$ cat src/rtl/core/polygon_depth_plane_clipper_assert.svh
// Assertion macros for the depth-plane clipper
`ifndef POLYGON_DEPTH_PLANE_CLIPPER_ASSERT_SVH
`define POLYGON_DEPTH_PLANE_CLIPPER_ASSERT_SVH
// implication checked on every rising clock edge outside reset
`define PDPC_ASSERT_IMP(label, clk, rst, ante, cons) \
   label: assert property (@(posedge clk) disable iff (rst) (ante) |-> (cons)) \
      else $error("assertion failed");
// next-cycle implication
`define PDPC_ASSERT_NEXT(label, clk, rst, ante, cons) \
   label: assert property (@(posedge clk) disable iff (rst) (ante) |=> (cons)) \
      else $error("assertion failed");
`endif

$ cat src/rtl/core/pdpc_pkg.sv
// Package: types and constants of the depth-plane clipper
`timescale 1ns / 1ps
package pdpc_pkg;
   localparam int CoordBits = 32;
   localparam int FracBits  = 16;
   localparam int NumComp   = 7;
   localparam int CompBits  = 3;
   localparam int CsrIdxBits = 1;
   localparam int CsrDataBits = CoordBits;
   localparam int WBits     = CoordBits + 2;
   localparam int TBits     = FracBits + 1;
   localparam int CntBits   = 5;

   localparam logic [CsrIdxBits-1:0] CSR_PLANE = 1'd0;
   localparam logic [CsrIdxBits-1:0] CSR_KEEP  = 1'd1;

   typedef struct packed {
      logic signed [CoordBits-1:0] pos_x;
      logic signed [CoordBits-1:0] pos_y;
      logic signed [CoordBits-1:0] pos_z;
      logic signed [CoordBits-1:0] pos_w;
      logic signed [CoordBits-1:0] bary_a;
      logic signed [CoordBits-1:0] bary_b;
      logic signed [CoordBits-1:0] bary_c;
      logic                        final_vertex;
   } req_type;

   typedef struct packed {
      logic signed [CoordBits-1:0] out_x;
      logic signed [CoordBits-1:0] out_y;
      logic signed [CoordBits-1:0] out_z;
      logic signed [CoordBits-1:0] out_w;
      logic signed [CoordBits-1:0] out_bary_a;
      logic signed [CoordBits-1:0] out_bary_b;
      logic signed [CoordBits-1:0] out_bary_c;
      logic                        vertex_valid;
      logic                        polygon_end;
   } rsp_type;

   typedef enum logic [3:0] {
      ST_IDLE, ST_EDGE, ST_DIV, ST_BLEND, ST_EMIT_X, ST_EMIT_B, ST_NEXT, ST_MARK
   } state_type;
endpackage

$ cat src/rtl/core/polygon_depth_plane_clipper.sv
// Top level: streamed single-plane polygon clipper
`timescale 1ns / 1ps
// Depth-plane polygon clipper.
// req_ takes one vertex word per handshake; final_vertex closes the polygon.
// rsp_ gives the clipped vertices, in edge order; the last word of a polygon
// carries polygon_end (a bare end marker if the final vertex emits nothing).
// csr_ writes plane_position (index 0) and keep_greater (index 1); the user
// must write them only while idle, which the block itself does not enforce.
// Each edge that crosses runs a restoring divider for t: a first compare, then
// one quotient bit a cycle, then seven multiply-blends on a shared 33x17
// multiplier, one component a cycle. The final vertex of a polygon of two or
// more vertices handles its open edge and then the closing edge. The block
// takes no new vertex until all words of the current one are delivered.
// A stalled receiver simply holds the block in its emit step; nothing is lost.
// Reset restores plane 1.0, near mode and the polygon-start flag.
module polygon_depth_plane_clipper
   import pdpc_pkg::*;
(
   input  logic                   clock,
   input  logic                   reset,
   input  logic                   req_valid,
   output logic                   req_ready,
   input  req_type                req_data,
   output logic                   rsp_valid,
   input  logic                   rsp_ready,
   output rsp_type                rsp_data,
   input  logic                   csr_write,
   input  logic [CsrIdxBits-1:0]  csr_index,
   input  logic [CsrDataBits-1:0] csr_wdata
);
`include "polygon_depth_plane_clipper_assert.svh"

   typedef logic signed [CoordBits-1:0] comp_type [NumComp];

   state_type state_ff, state_in;
   logic signed [CoordBits-1:0] plane_ff;
   logic keep_ff;
   comp_type first_ff, prev_ff, cur_ff, cross_ff;
   logic start_ff, start_in;
   logic fin_ff, fin_in;
   logic close_ff, close_in;       // working on closing edge
   logic emitted_ff, emitted_in;   // any vertex emitted this vertex word
   logic [WBits-1:0] rem_ff, rem_in, den_ff, den_in;
   logic [TBits-1:0] t_ff, t_in;
   logic [CntBits-1:0] cnt_ff, cnt_in;
   logic [CompBits-1:0] comp_ff, comp_in;
   logic load_cur, save_cross;

   // edge ends
   comp_type ea, eb;
   always_comb begin
      for (int j = 0; j < NumComp; j++) begin
         ea[j] = close_ff ? cur_ff[j] : prev_ff[j];
         eb[j] = close_ff ? first_ff[j] : cur_ff[j];
      end
   end

   logic in_a, out_a, in_b, out_b;
   always_comb begin
      in_a  = keep_ff ? (ea[3] > plane_ff) : (ea[3] < plane_ff);
      out_a = keep_ff ? (ea[3] < plane_ff) : (ea[3] > plane_ff);
      in_b  = keep_ff ? (eb[3] > plane_ff) : (eb[3] < plane_ff);
      out_b = keep_ff ? (eb[3] < plane_ff) : (eb[3] > plane_ff);
   end

   // the closing edge is empty when both its ends lie outside
   logic out_cur, out_first, close_empty;
   always_comb begin
      out_cur = keep_ff ? (cur_ff[3] < plane_ff) : (cur_ff[3] > plane_ff);
      out_first = keep_ff ? (first_ff[3] < plane_ff) : (first_ff[3] > plane_ff);
      close_empty = out_cur && out_first;
   end

   logic signed [CoordBits:0] da, db;
   logic [WBits-1:0] wa, wb;
   assign da = $signed({ea[3][CoordBits-1], ea[3]})
               - $signed({plane_ff[CoordBits-1], plane_ff});
   assign db = $signed({eb[3][CoordBits-1], eb[3]})
               - $signed({plane_ff[CoordBits-1], plane_ff});
   assign wa = WBits'(da[CoordBits] ? -da : da);
   assign wb = WBits'(db[CoordBits] ? -db : db);

   // divider step
   logic [WBits-1:0] rem_sh;
   logic rem_ge;
   assign rem_sh = {rem_ff[WBits-2:0], 1'b0};
   assign rem_ge = rem_sh >= den_ff;

   // shared blend unit
   logic signed [CoordBits:0] dd;
   logic [CoordBits:0] mag;
   logic [CoordBits+TBits:0] prod;
   logic [CoordBits:0] pinc;
   logic signed [CoordBits-1:0] blended;
   assign dd = $signed({eb[comp_ff][CoordBits-1], eb[comp_ff]})
               - $signed({ea[comp_ff][CoordBits-1], ea[comp_ff]});
   assign mag = dd[CoordBits] ? (CoordBits+1)'(-dd) : (CoordBits+1)'(dd);
   assign prod = mag * t_ff + ((CoordBits+TBits+1)'(1) << (FracBits-1));
   assign pinc = prod[FracBits +: CoordBits+1];
   assign blended = dd[CoordBits] ? CoordBits'(ea[comp_ff] - pinc[CoordBits-1:0])
                                  : CoordBits'(ea[comp_ff] + pinc[CoordBits-1:0]);

   rsp_type rsp_in;

   always_comb begin
      state_in = state_ff;
      start_in = start_ff;
      fin_in = fin_ff;
      close_in = close_ff;
      emitted_in = emitted_ff;
      rem_in = rem_ff;
      den_in = den_ff;
      t_in = t_ff;
      cnt_in = cnt_ff;
      comp_in = comp_ff;
      load_cur = 1'b0;
      save_cross = 1'b0;
      req_ready = 1'b0;
      rsp_valid = 1'b0;
      rsp_in = '0;
      unique case (state_ff)
         ST_IDLE: begin
            req_ready = 1'b1;
            if (req_valid) begin
               load_cur = 1'b1;
               fin_in = req_data.final_vertex;
               emitted_in = 1'b0;
               close_in = start_ff;
               start_in = 1'b0;
               state_in = start_ff ? (req_data.final_vertex ? ST_EDGE : ST_NEXT)
                                   : ST_EDGE;
            end
         end
         ST_EDGE: begin
            if (out_a && out_b) state_in = ST_NEXT;
            else if (in_a && in_b) state_in = ST_EMIT_B;
            else begin
               den_in = wa + wb;
               if (wa + wb == '0) begin
                  t_in = '0;
                  comp_in = '0;
                  state_in = ST_BLEND;
               end else begin
                  t_in = TBits'(wa >= wa + wb);
                  rem_in = (wa >= wa + wb) ? wa - (wa + wb) : wa;
                  cnt_in = '0;
                  state_in = ST_DIV;
               end
            end
         end
         ST_DIV: begin
            rem_in = rem_ge ? rem_sh - den_ff : rem_sh;
            t_in = {t_ff[TBits-2:0], rem_ge};
            cnt_in = cnt_ff + 1'b1;
            comp_in = '0;
            if (cnt_ff == CntBits'(FracBits - 1)) state_in = ST_BLEND;
         end
         ST_BLEND: begin
            save_cross = 1'b1;
            comp_in = comp_ff + 1'b1;
            if (comp_ff == CompBits'(NumComp - 1)) state_in = ST_EMIT_X;
         end
         ST_EMIT_X: begin
            rsp_valid = 1'b1;
            if (rsp_ready) begin
               emitted_in = 1'b1;
               state_in = (in_a && out_b) ? ST_NEXT : ST_EMIT_B;
            end
         end
         ST_EMIT_B: begin
            rsp_valid = 1'b1;
            if (rsp_ready) begin
               emitted_in = 1'b1;
               state_in = ST_NEXT;
            end
         end
         ST_NEXT: begin
            if (fin_ff && !close_ff) close_in = 1'b1;
            if (fin_ff && !close_ff) state_in = ST_EDGE;
            else if (fin_ff) state_in = ST_MARK;
            else begin
               close_in = 1'b0;
               state_in = ST_IDLE;
            end
         end
         ST_MARK: begin
            // end marker only if nothing was emitted; else already flagged
            if (emitted_ff) begin
               start_in = 1'b1;
               close_in = 1'b0;
               state_in = ST_IDLE;
            end else begin
               rsp_valid = 1'b1;
               if (rsp_ready) begin
                  start_in = 1'b1;
                  close_in = 1'b0;
                  state_in = ST_IDLE;
               end
            end
         end
         default: state_in = ST_IDLE;
      endcase
      if (state_ff == ST_EMIT_X) begin
         rsp_in.out_x = cross_ff[0]; rsp_in.out_y = cross_ff[1];
         rsp_in.out_z = cross_ff[2]; rsp_in.out_w = cross_ff[3];
         rsp_in.out_bary_a = cross_ff[4]; rsp_in.out_bary_b = cross_ff[5];
         rsp_in.out_bary_c = cross_ff[6];
         rsp_in.vertex_valid = 1'b1;
         rsp_in.polygon_end = fin_ff && (close_ff || close_empty) && in_a && out_b;
      end else if (state_ff == ST_EMIT_B) begin
         rsp_in.out_x = eb[0]; rsp_in.out_y = eb[1];
         rsp_in.out_z = eb[2]; rsp_in.out_w = eb[3];
         rsp_in.out_bary_a = eb[4]; rsp_in.out_bary_b = eb[5];
         rsp_in.out_bary_c = eb[6];
         rsp_in.vertex_valid = 1'b1;
         rsp_in.polygon_end = fin_ff && (close_ff || close_empty);
      end else if (state_ff == ST_MARK) begin
         rsp_in.polygon_end = 1'b1;
      end
   end

   // The last emitted word of the closing edge carries polygon_end. When the
   // closing edge is empty, the mark goes on the last word of the open edge.
   assign rsp_data = rsp_in;

   always_ff @(posedge clock) begin
      if (reset) begin
         state_ff <= ST_IDLE;
         plane_ff <= CoordBits'(65536);
         keep_ff <= 1'b1;
         start_ff <= 1'b1;
         close_ff <= 1'b0;
         emitted_ff <= 1'b0;
         fin_ff <= 1'b0;
         cnt_ff <= '0;
         comp_ff <= '0;
      end else begin
         state_ff <= state_in;
         start_ff <= start_in;
         close_ff <= close_in;
         emitted_ff <= emitted_in;
         fin_ff <= fin_in;
         cnt_ff <= cnt_in;
         comp_ff <= comp_in;
         if (csr_write && csr_index == CSR_PLANE) plane_ff <= csr_wdata;
         if (csr_write && csr_index == CSR_KEEP) keep_ff <= csr_wdata[0];
      end
   end

   always_ff @(posedge clock) begin
      rem_ff <= rem_in;
      den_ff <= den_in;
      t_ff <= t_in;
      if (save_cross) cross_ff[comp_ff] <= blended;
      if (load_cur) begin
         cur_ff[0] <= req_data.pos_x;  cur_ff[1] <= req_data.pos_y;
         cur_ff[2] <= req_data.pos_z;  cur_ff[3] <= req_data.pos_w;
         cur_ff[4] <= req_data.bary_a; cur_ff[5] <= req_data.bary_b;
         cur_ff[6] <= req_data.bary_c;
         if (state_ff == ST_IDLE) begin
            prev_ff <= cur_ff;
            if (start_ff) begin
               first_ff[0] <= req_data.pos_x;  first_ff[1] <= req_data.pos_y;
               first_ff[2] <= req_data.pos_z;  first_ff[3] <= req_data.pos_w;
               first_ff[4] <= req_data.bary_a; first_ff[5] <= req_data.bary_b;
               first_ff[6] <= req_data.bary_c;
            end
         end
      end
   end

   `PDPC_ASSERT_IMP(a_busy_not_ready, clock, reset, state_ff != ST_IDLE, !req_ready)
   `PDPC_ASSERT_IMP(a_mark_bare, clock, reset,
      rsp_valid && !rsp_data.vertex_valid, rsp_data.polygon_end)
   `PDPC_ASSERT_NEXT(a_div_to_blend, clock, reset,
      state_ff == ST_DIV && cnt_ff == CntBits'(FracBits - 1), state_ff == ST_BLEND)
endmodule

$ cat config.mk
export PLATFORM = sky130hd
export DESIGN_NAME = polygon_depth_plane_clipper
export DESIGN_NICKNAME = d
export VERILOG_FILES = /design/src/rtl/core/pdpc_pkg.sv /design/src/rtl/core/polygon_depth_plane_clipper.sv
export VERILOG_INCLUDE_DIRS = /design/src /design/src/rtl/core
export SDC_FILE = /design/constraint.sdc
export NUM_CORES = 2
export LEC_CHECK = 0
export BUFFER_PORTS_ARGS = -buffer_cell sky130_fd_sc_hd__buf_2
export CAP_MARGIN = 20
export CORE_UTILIZATION = 55
export DETAILED_ROUTE_END_ITERATION = 16
export PLACE_DENSITY = 0.71
export SKIP_LAST_GASP = 1
export SYNTH_ARGS = -nofsm -noshare
export SYNTH_HDL_FRONTEND = slang
export SYNTH_SLANG_ARGS = --single-unit
$ cat constraint.sdc
create_clock -name clock -period 18.3 [get_ports clock]
set_input_delay 1.83 -clock clock [delete_from_list [all_inputs] [get_ports clock]]
set_output_delay 1.83 -clock clock [all_outputs]
set_load 0.005 [all_outputs]
=== Word-level counts from Yosys, hierarchy flattened ===
Memory sizes are Yosys's and may differ from the RTL's.
Index checks and enable logic that the tools add are counted.

* Register bits: 581
* Latch bits: 0
* Memory bits (writable): 448
* Memory bits (read-only): 0
* Input port bits: 263
* Output and inout bits: 228
* Memories kept: 2

* Add/sub/neg operators: 14
* $mul: 1
* Divide/modulo/power cells: 0
* Magnitude comparators: 11
* Equal/unequal tests: 20
* Shift operators: 0
* Muxes and demuxes: 92
* Bitwise gates (word level): 4
* Reduce and logical (&&, ||, !) cells: 30

{| class="wikitable"
|+ Memory list
! memory !! depth !! width !! read ports !! clocked after Yosys merged registers in !! write ports !! RTL line !! text
|-
| cross_ff || 7 || 32 || 7 || 0 || 1 || polygon_depth_plane_clipper.sv:38 || <nowiki>comp_type first_ff, prev_ff, cur_ff, cross_ff;</nowiki>
|-
| first_ff || 7 || 32 || 7 || 0 || 7 || polygon_depth_plane_clipper.sv:38 ||
|}

{| class="wikitable"
|+ Operators by type and width
! kind !! number
|-
| $mux W32 || 19
|-
| $mux W226 || 1
|-
| $mux W225 || 1
|-
| $mux W33 || 6
|-
| $bmux W32 S3 || 2
|-
| $gt A32 B32 Y1 || 4
|-
| $lt A32 B32 Y1 || 4
|-
| $sub A32 B32 Y33 || 3
|-
| $ge A34 B34 Y1 || 2
|-
| $mux W34 || 2
|-
| $neg A33 Y34 || 2
|-
| $pmux W33 S2 || 1
|-
| $sub A33 B33 Y33 || 2
|-
| $add A48 B16 Y48 const B || 1
|-
| $mul A33 B17 Y48 || 1
|-
| $add A34 B34 Y34 || 1
|-
| $logic_not A34 Y1 || 1
|-
| $mux W17 || 2
|-
| $pmux W17 S2 || 1
|-
| $neg A33 Y33 || 1
|-
| $add A32 B32 Y32 || 1
|-
| $pmux W4 S8 || 1
|-
| $sub A32 B32 Y32 || 1
|-
| $mux W1 || 30
|-
| 32 further kinds || 82
|}

=== Depth between registers and ports, before layout ===
An unclocked memory read counts as a cell.

* Depth after elaboration: 12
* Gate-level depth with buffers: 65

=== Least setup slack after synthesis ===
Ideal clock, no wire load.

* Path type: register to register
* Start: register close_ff
* End: memory cross_ff[0][31] in the netlist's numbering (data pin)
* Arrival time: 15228 ps
* Slack: 2785 ps
* Stages on the path, launching flop included: 57
* Path buffers: 8
* Path through: dfxtp_1 clkbuf_1 clkbuf_1 buf_1 buf_1 clkbuf_1 clkbuf_1 mux2i_1 o21ai_0 a21oi_1 ha_1 fa_1 nand2b_1 a21oi_1 o31a_1 o31ai_1 nand2_1 a211oi_1 (+21 left out) o21a_1 a21boi_1 a31oi_1 o31ai_1 xnor2_1 o211ai_1 a2111oi_2 or4b_1 nor3_1 nor4b_1 nor3_1 xor2_1 ha_1 or3_1 o211ai_1 o21a_1 o21ai_0 xnor3_1

* Word-level cells in the longest chain between the ends: 11
* Elaborated cells on any way between the ends: 28
* Those cells by class: 5 x add/sub; 1 x mul; 22 x mux

{| class="wikitable"
|+ RTL lines
! element !! RTL line !! text
|-
| from (decl) || polygon_depth_plane_clipper.sv:41 || <nowiki>logic close_ff, close_in;</nowiki>
|-
| from (signal assigned) || polygon_depth_plane_clipper.sv:240 || <nowiki>close_ff <= close_in;</nowiki>
|-
| $mux W32 (on tied branches) || polygon_depth_plane_clipper.sv:54, polygon_depth_plane_clipper.sv:53 ||
|-
| $bmux W32 S3 (on tied branches) || n/a ||
|-
| $mux W32 (on tied branches) (2 in series) || n/a ||
|-
| $sub A32 B32 Y33 || polygon_depth_plane_clipper.sv:96 || <nowiki>- $signed({ea[comp_ff][CoordBits-1], ea[comp_ff]});</nowiki>
|-
| $neg A33 Y33 || polygon_depth_plane_clipper.sv:97 || <nowiki>assign mag = dd[CoordBits] ? (CoordBits+1)'(-dd) : (CoordBits+1)'(dd);</nowiki>
|-
| $mux W33 || polygon_depth_plane_clipper.sv:97 ||
|-
| $mul A33 B17 Y48 || polygon_depth_plane_clipper.sv:98 || <nowiki>assign prod = mag * t_ff + ((CoordBits+TBits+1)'(1) << (FracBits-1));</nowiki>
|-
| $add A48 B16 Y48 || polygon_depth_plane_clipper.sv:98 ||
|-
| $add A32 B32 Y32 or $sub A32 B32 Y32 (tied branches) || polygon_depth_plane_clipper.sv:101, polygon_depth_plane_clipper.sv:100 ||
|-
| $mux W32 * || polygon_depth_plane_clipper.sv:100 || <nowiki>assign blended = dd[CoordBits] ? CoordBits'(ea[comp_ff] - pinc[CoordBits-1:0])</nowiki>
|-
| named net blended[31] || polygon_depth_plane_clipper.sv:94 || <nowiki>logic signed [CoordBits-1:0] blended;</nowiki>
|-
| to (decl) || polygon_depth_plane_clipper.sv:38 ||
|}

Mark *: on every way through the listed nets, which the timed path passes. The rest lies on a longest branch. The select of a mux whose other input is x is not followed.

=== Worst setup path after layout ===
* Start: register close_ff
* End: memory cross_ff[1][30] in the netlist's numbering (data pin)

The elaborated chain is that of the path after synthesis.

==> out/metrics.yaml <==
startpoint_type: "flip-flop"
syn-instance-count: 7401
wl_per_cell_um: 29.1
htreeDepth: 3
antenna_found_initial: 49
wirelength_um: 285000
tightest_slew_ns: 1.60
final.setup.tns_ns: 0
yosysSeqAreaShare_pct: 39.1
place_ws_ns: 1.52
required_ns: 18.72
clockRootBuffer: "clkbuf_16"
fmax_mhz: 57.7
drive_gt1_share_pct: 13.3
crit-reg2reg-launch: "close_ff$_SDFFE_PP0P_"
setup_ws_ns: 0.968
postCtsResizedCells: 0
whs_path_depth: 0
clock-sinks: 1028
max_stage_delay_ns: 1.29
final_hold_viol_count: 0
layout.cells.non_filler: 9798
status: "complete, but fails checks"
yosysWarnings: 0
num_rows: 137
nNetsFinal: 8987
die-height_um: 378
reg2reg_depth: 50
dr.first_iter.drc_count: 8175
synth.distinct_cells: 99
synth_area_per_cell_sq_um: 10.5
synthArstFlopShare_pct: 0
cp_max_fo: 44
cts_setup_buffers: 0
holdPathEnd: "prev_ff[12]$_DFFE_PP_"
io_buffer_count: 490
grt_pass1_vias: 58900
layout_worst_path_cycle_share_pct: 94.7
boundaryPins: 491
syn_to_final_growth_pct: 11.0
r2r-end: "cross_ff[1][30]$_DFFE_PP_"
maxCapViolations: 0
syn_area_sq_um: 77700
dp.cells: 9572
finalSetupViolations: 0
hpwl_um: 218000
tritoncts: "yes"
cp.arrival_ns: 17.75
cts_buffer_depth: 3
post-route-drc-count: 0
final_util_pct: 61.6
critPathKind: "flip-flop to flip-flop"
cts_buffers: 104
vias_per_cell: 6.35
dr.pass1.iters: 6
vias: 62300
r2r_slack_ns: 0.97
hold_path.startpoint: "cur_ff[12]$_DFFE_PP_"
hp-class: "flip-flop to flip-flop"
grt_start_max_net_pins: 223
gp_routability_congestion: 1.09
ys.flop_type: "edfxtp_1"
synth_edf_count: 980
overflow: 0
die_w_um: 378
worst_setup_path_end_kind: "flip-flop"
cts_hold_buf: 0
coreArea_sq_um: 140000
worst_clock_skew_ns: 0.123
finalMaxSlewViolations: 1
grt_use_total_pct: 39.9
period_minus_slack_ns: 17.33
die-area_sq_um: 143000
slowest_stage: "a32oi_1"
failed_checks: "slew limit"
ant_nets: 0
critPathMostFrequentCell: "fa_1"
clk_pin_slew_ns: 0.06
synth-seq-cells: 1028
grt_setup_unrepaired: "false"
start_util_pct: 55.5
insertion_delay_ns: 0.80
syn-num-nets: 8571
slew_headroom_pct: -6.85
grt_pass1_wl_um: 408000
-- worst max-delay path by stage --
stage                                startpoint                   endpoint  slack (ns)  cells past startpoint
after floorplan           close_ff$_SDFFE_PP0P_  cross_ff[0][31]$_DFFE_PP_        2.78                     56
after global placement    close_ff$_SDFFE_PP0P_  cross_ff[0][30]$_DFFE_PP_        1.73                     49
after detailed placement  close_ff$_SDFFE_PP0P_  cross_ff[2][30]$_DFFE_PP_        1.52                     50
after CTS                 close_ff$_SDFFE_PP0P_  cross_ff[1][30]$_DFFE_PP_        1.41                     52
after global routing      close_ff$_SDFFE_PP0P_  cross_ff[6][30]$_DFFE_PP_        0.21                     53
final                     close_ff$_SDFFE_PP0P_  cross_ff[1][30]$_DFFE_PP_        0.97                     50
-- state kept, by name (all words and copies together) (netlist names) --
name        flops
cross_ff      224
cur_ff        224
first_ff      224
prev_ff       224
den_ff         34
rem_ff         33
plane_ff       32
t_ff           17
cnt_ff          5
comp_ff         3
state_ff        3
close_ff        1
emitted_ff      1
fin_ff          1
keep_ff         1
start_ff        1
-- per-stage QoR --
stage               cell area (sq um)  hold slack, ns
global route                    86100           0.452
detailed placement              82600           0.448
floorplan                       77700           0.436
global placement                82500           0.446
CTS                             85900           0.446
finish                          86200           0.447
-- metal layers --
metal	up-vias	routed length, um	track usage (%)
met5	-	179	0
met2	3979	122000	58.0
met3	750	32400	9.29
met4	26	22900	27.1
met1	30600	108000	53.1
li1	26900	-	-
-- synthesized netlist by cell type, types with 30 or more instances --
library cell,count,area (sq um)
or3_1,30,188
ha_1,437,5470
nand4_1,46,288
o21ai_0,213,1070
nand3_1,67,335
a21o_1,146,1100
buf_1,39,146
mux2i_1,285,2850
mux4_2,87,1960
a31oi_1,39,244
nor2_1,573,2150
nand2b_1,70,438
o22ai_1,39,244
o21a_1,40,300
and3_1,69,432
xnor2_1,227,1990
o31ai_1,39,293
a21oi_1,395,1980
edfxtp_1,980,29400
o211ai_1,46,345
clkbuf_1,317,1190
fa_1,470,9410
inv_1,804,3020
xor2_1,109,955
nand2_1,622,2330
nor3_1,113,566
mux2_2,58,653
o21bai_1,31,233
a211oi_1,253,1900
nor2b_1,76,475
and2_1,284,1780
dfxtp_1,48,961
-- final cells by class --
class	instances	area [sq um]
Multi-Input combinational cell	5203	43000
Tap cell	1876	2350
Clock inverter	66	643
Antenna cell	20	50.0
Fill cell	11600	53700
Timing Repair Buffer	671	3940
Clock buffer	125	2710
Inverter	809	3040
Sequential cell	1028	30400
-- critical path, delay by kind of cell, from the launching register on --
kind | cells | cell delay [ns]
buffers and inverters | 6 | 1.06
adders and majority gates | 9 | 4.22
xor gates and xnor gates | 4 | 1.21
muxes | 1 | 0.69
AOI/OAI and AO/OA | 18 | 6.78
DFF | 1 | 0.89
and+or+nand+nor | 12 | 2.04
-- logic make-up (layout without fill, tap and decap cells) --
| group | after synthesis | count (layout) | synth area share (%) |
|---|---|---|---|
| flops | 1028 | 1028 | 39.1 |
| xor+xnor | 338 | 338 | 3.84 |
| simple gates | 2056 | 2056 | 12.6 |
| buf+inv | 1170 | 1671 | 5.68 |
| mux | 430 | 430 | 7.04 |
| compound gates | 1471 | 1471 | 12.6 |
| other cells | 1 | 21 | 0.00483 |
| fa+ha+maj | 907 | 907 | 19.2 |
-- cells in the final DEF, fill, tap and decap left out, types with 38 or more instances in the layout --
master	synthesis	layout
fa_1	470	470
nand2_1	622	621
nand4_1	46	46
mux2_2	58	58
a21oi_1	395	393
o31ai_1	39	38
nor2b_1	76	75
and2_1	284	284
buf_4	1	163
o21ai_0	213	212
a31oi_1	39	39
clkbuf_16	0	104
nor3_1	113	112
a211oi_1	253	251
mux4_2	87	87
xnor2_1	227	225
xor2_1	109	109
and3_1	69	68
buf_2	2	491
o22ai_1	39	39
o211ai_1	46	46
a21o_1	146	146
mux2i_1	285	283
dfxtp_1	48	43
nand2b_1	70	70
inv_1	804	803
o21a_1	40	40
edfxtp_1	980	980
ha_1	437	437
nor2_1	573	561
nand3_1	67	67
Power is not shown: default switching activity piles up to over one toggle a cycle in this logic, so the estimate is an artifact.
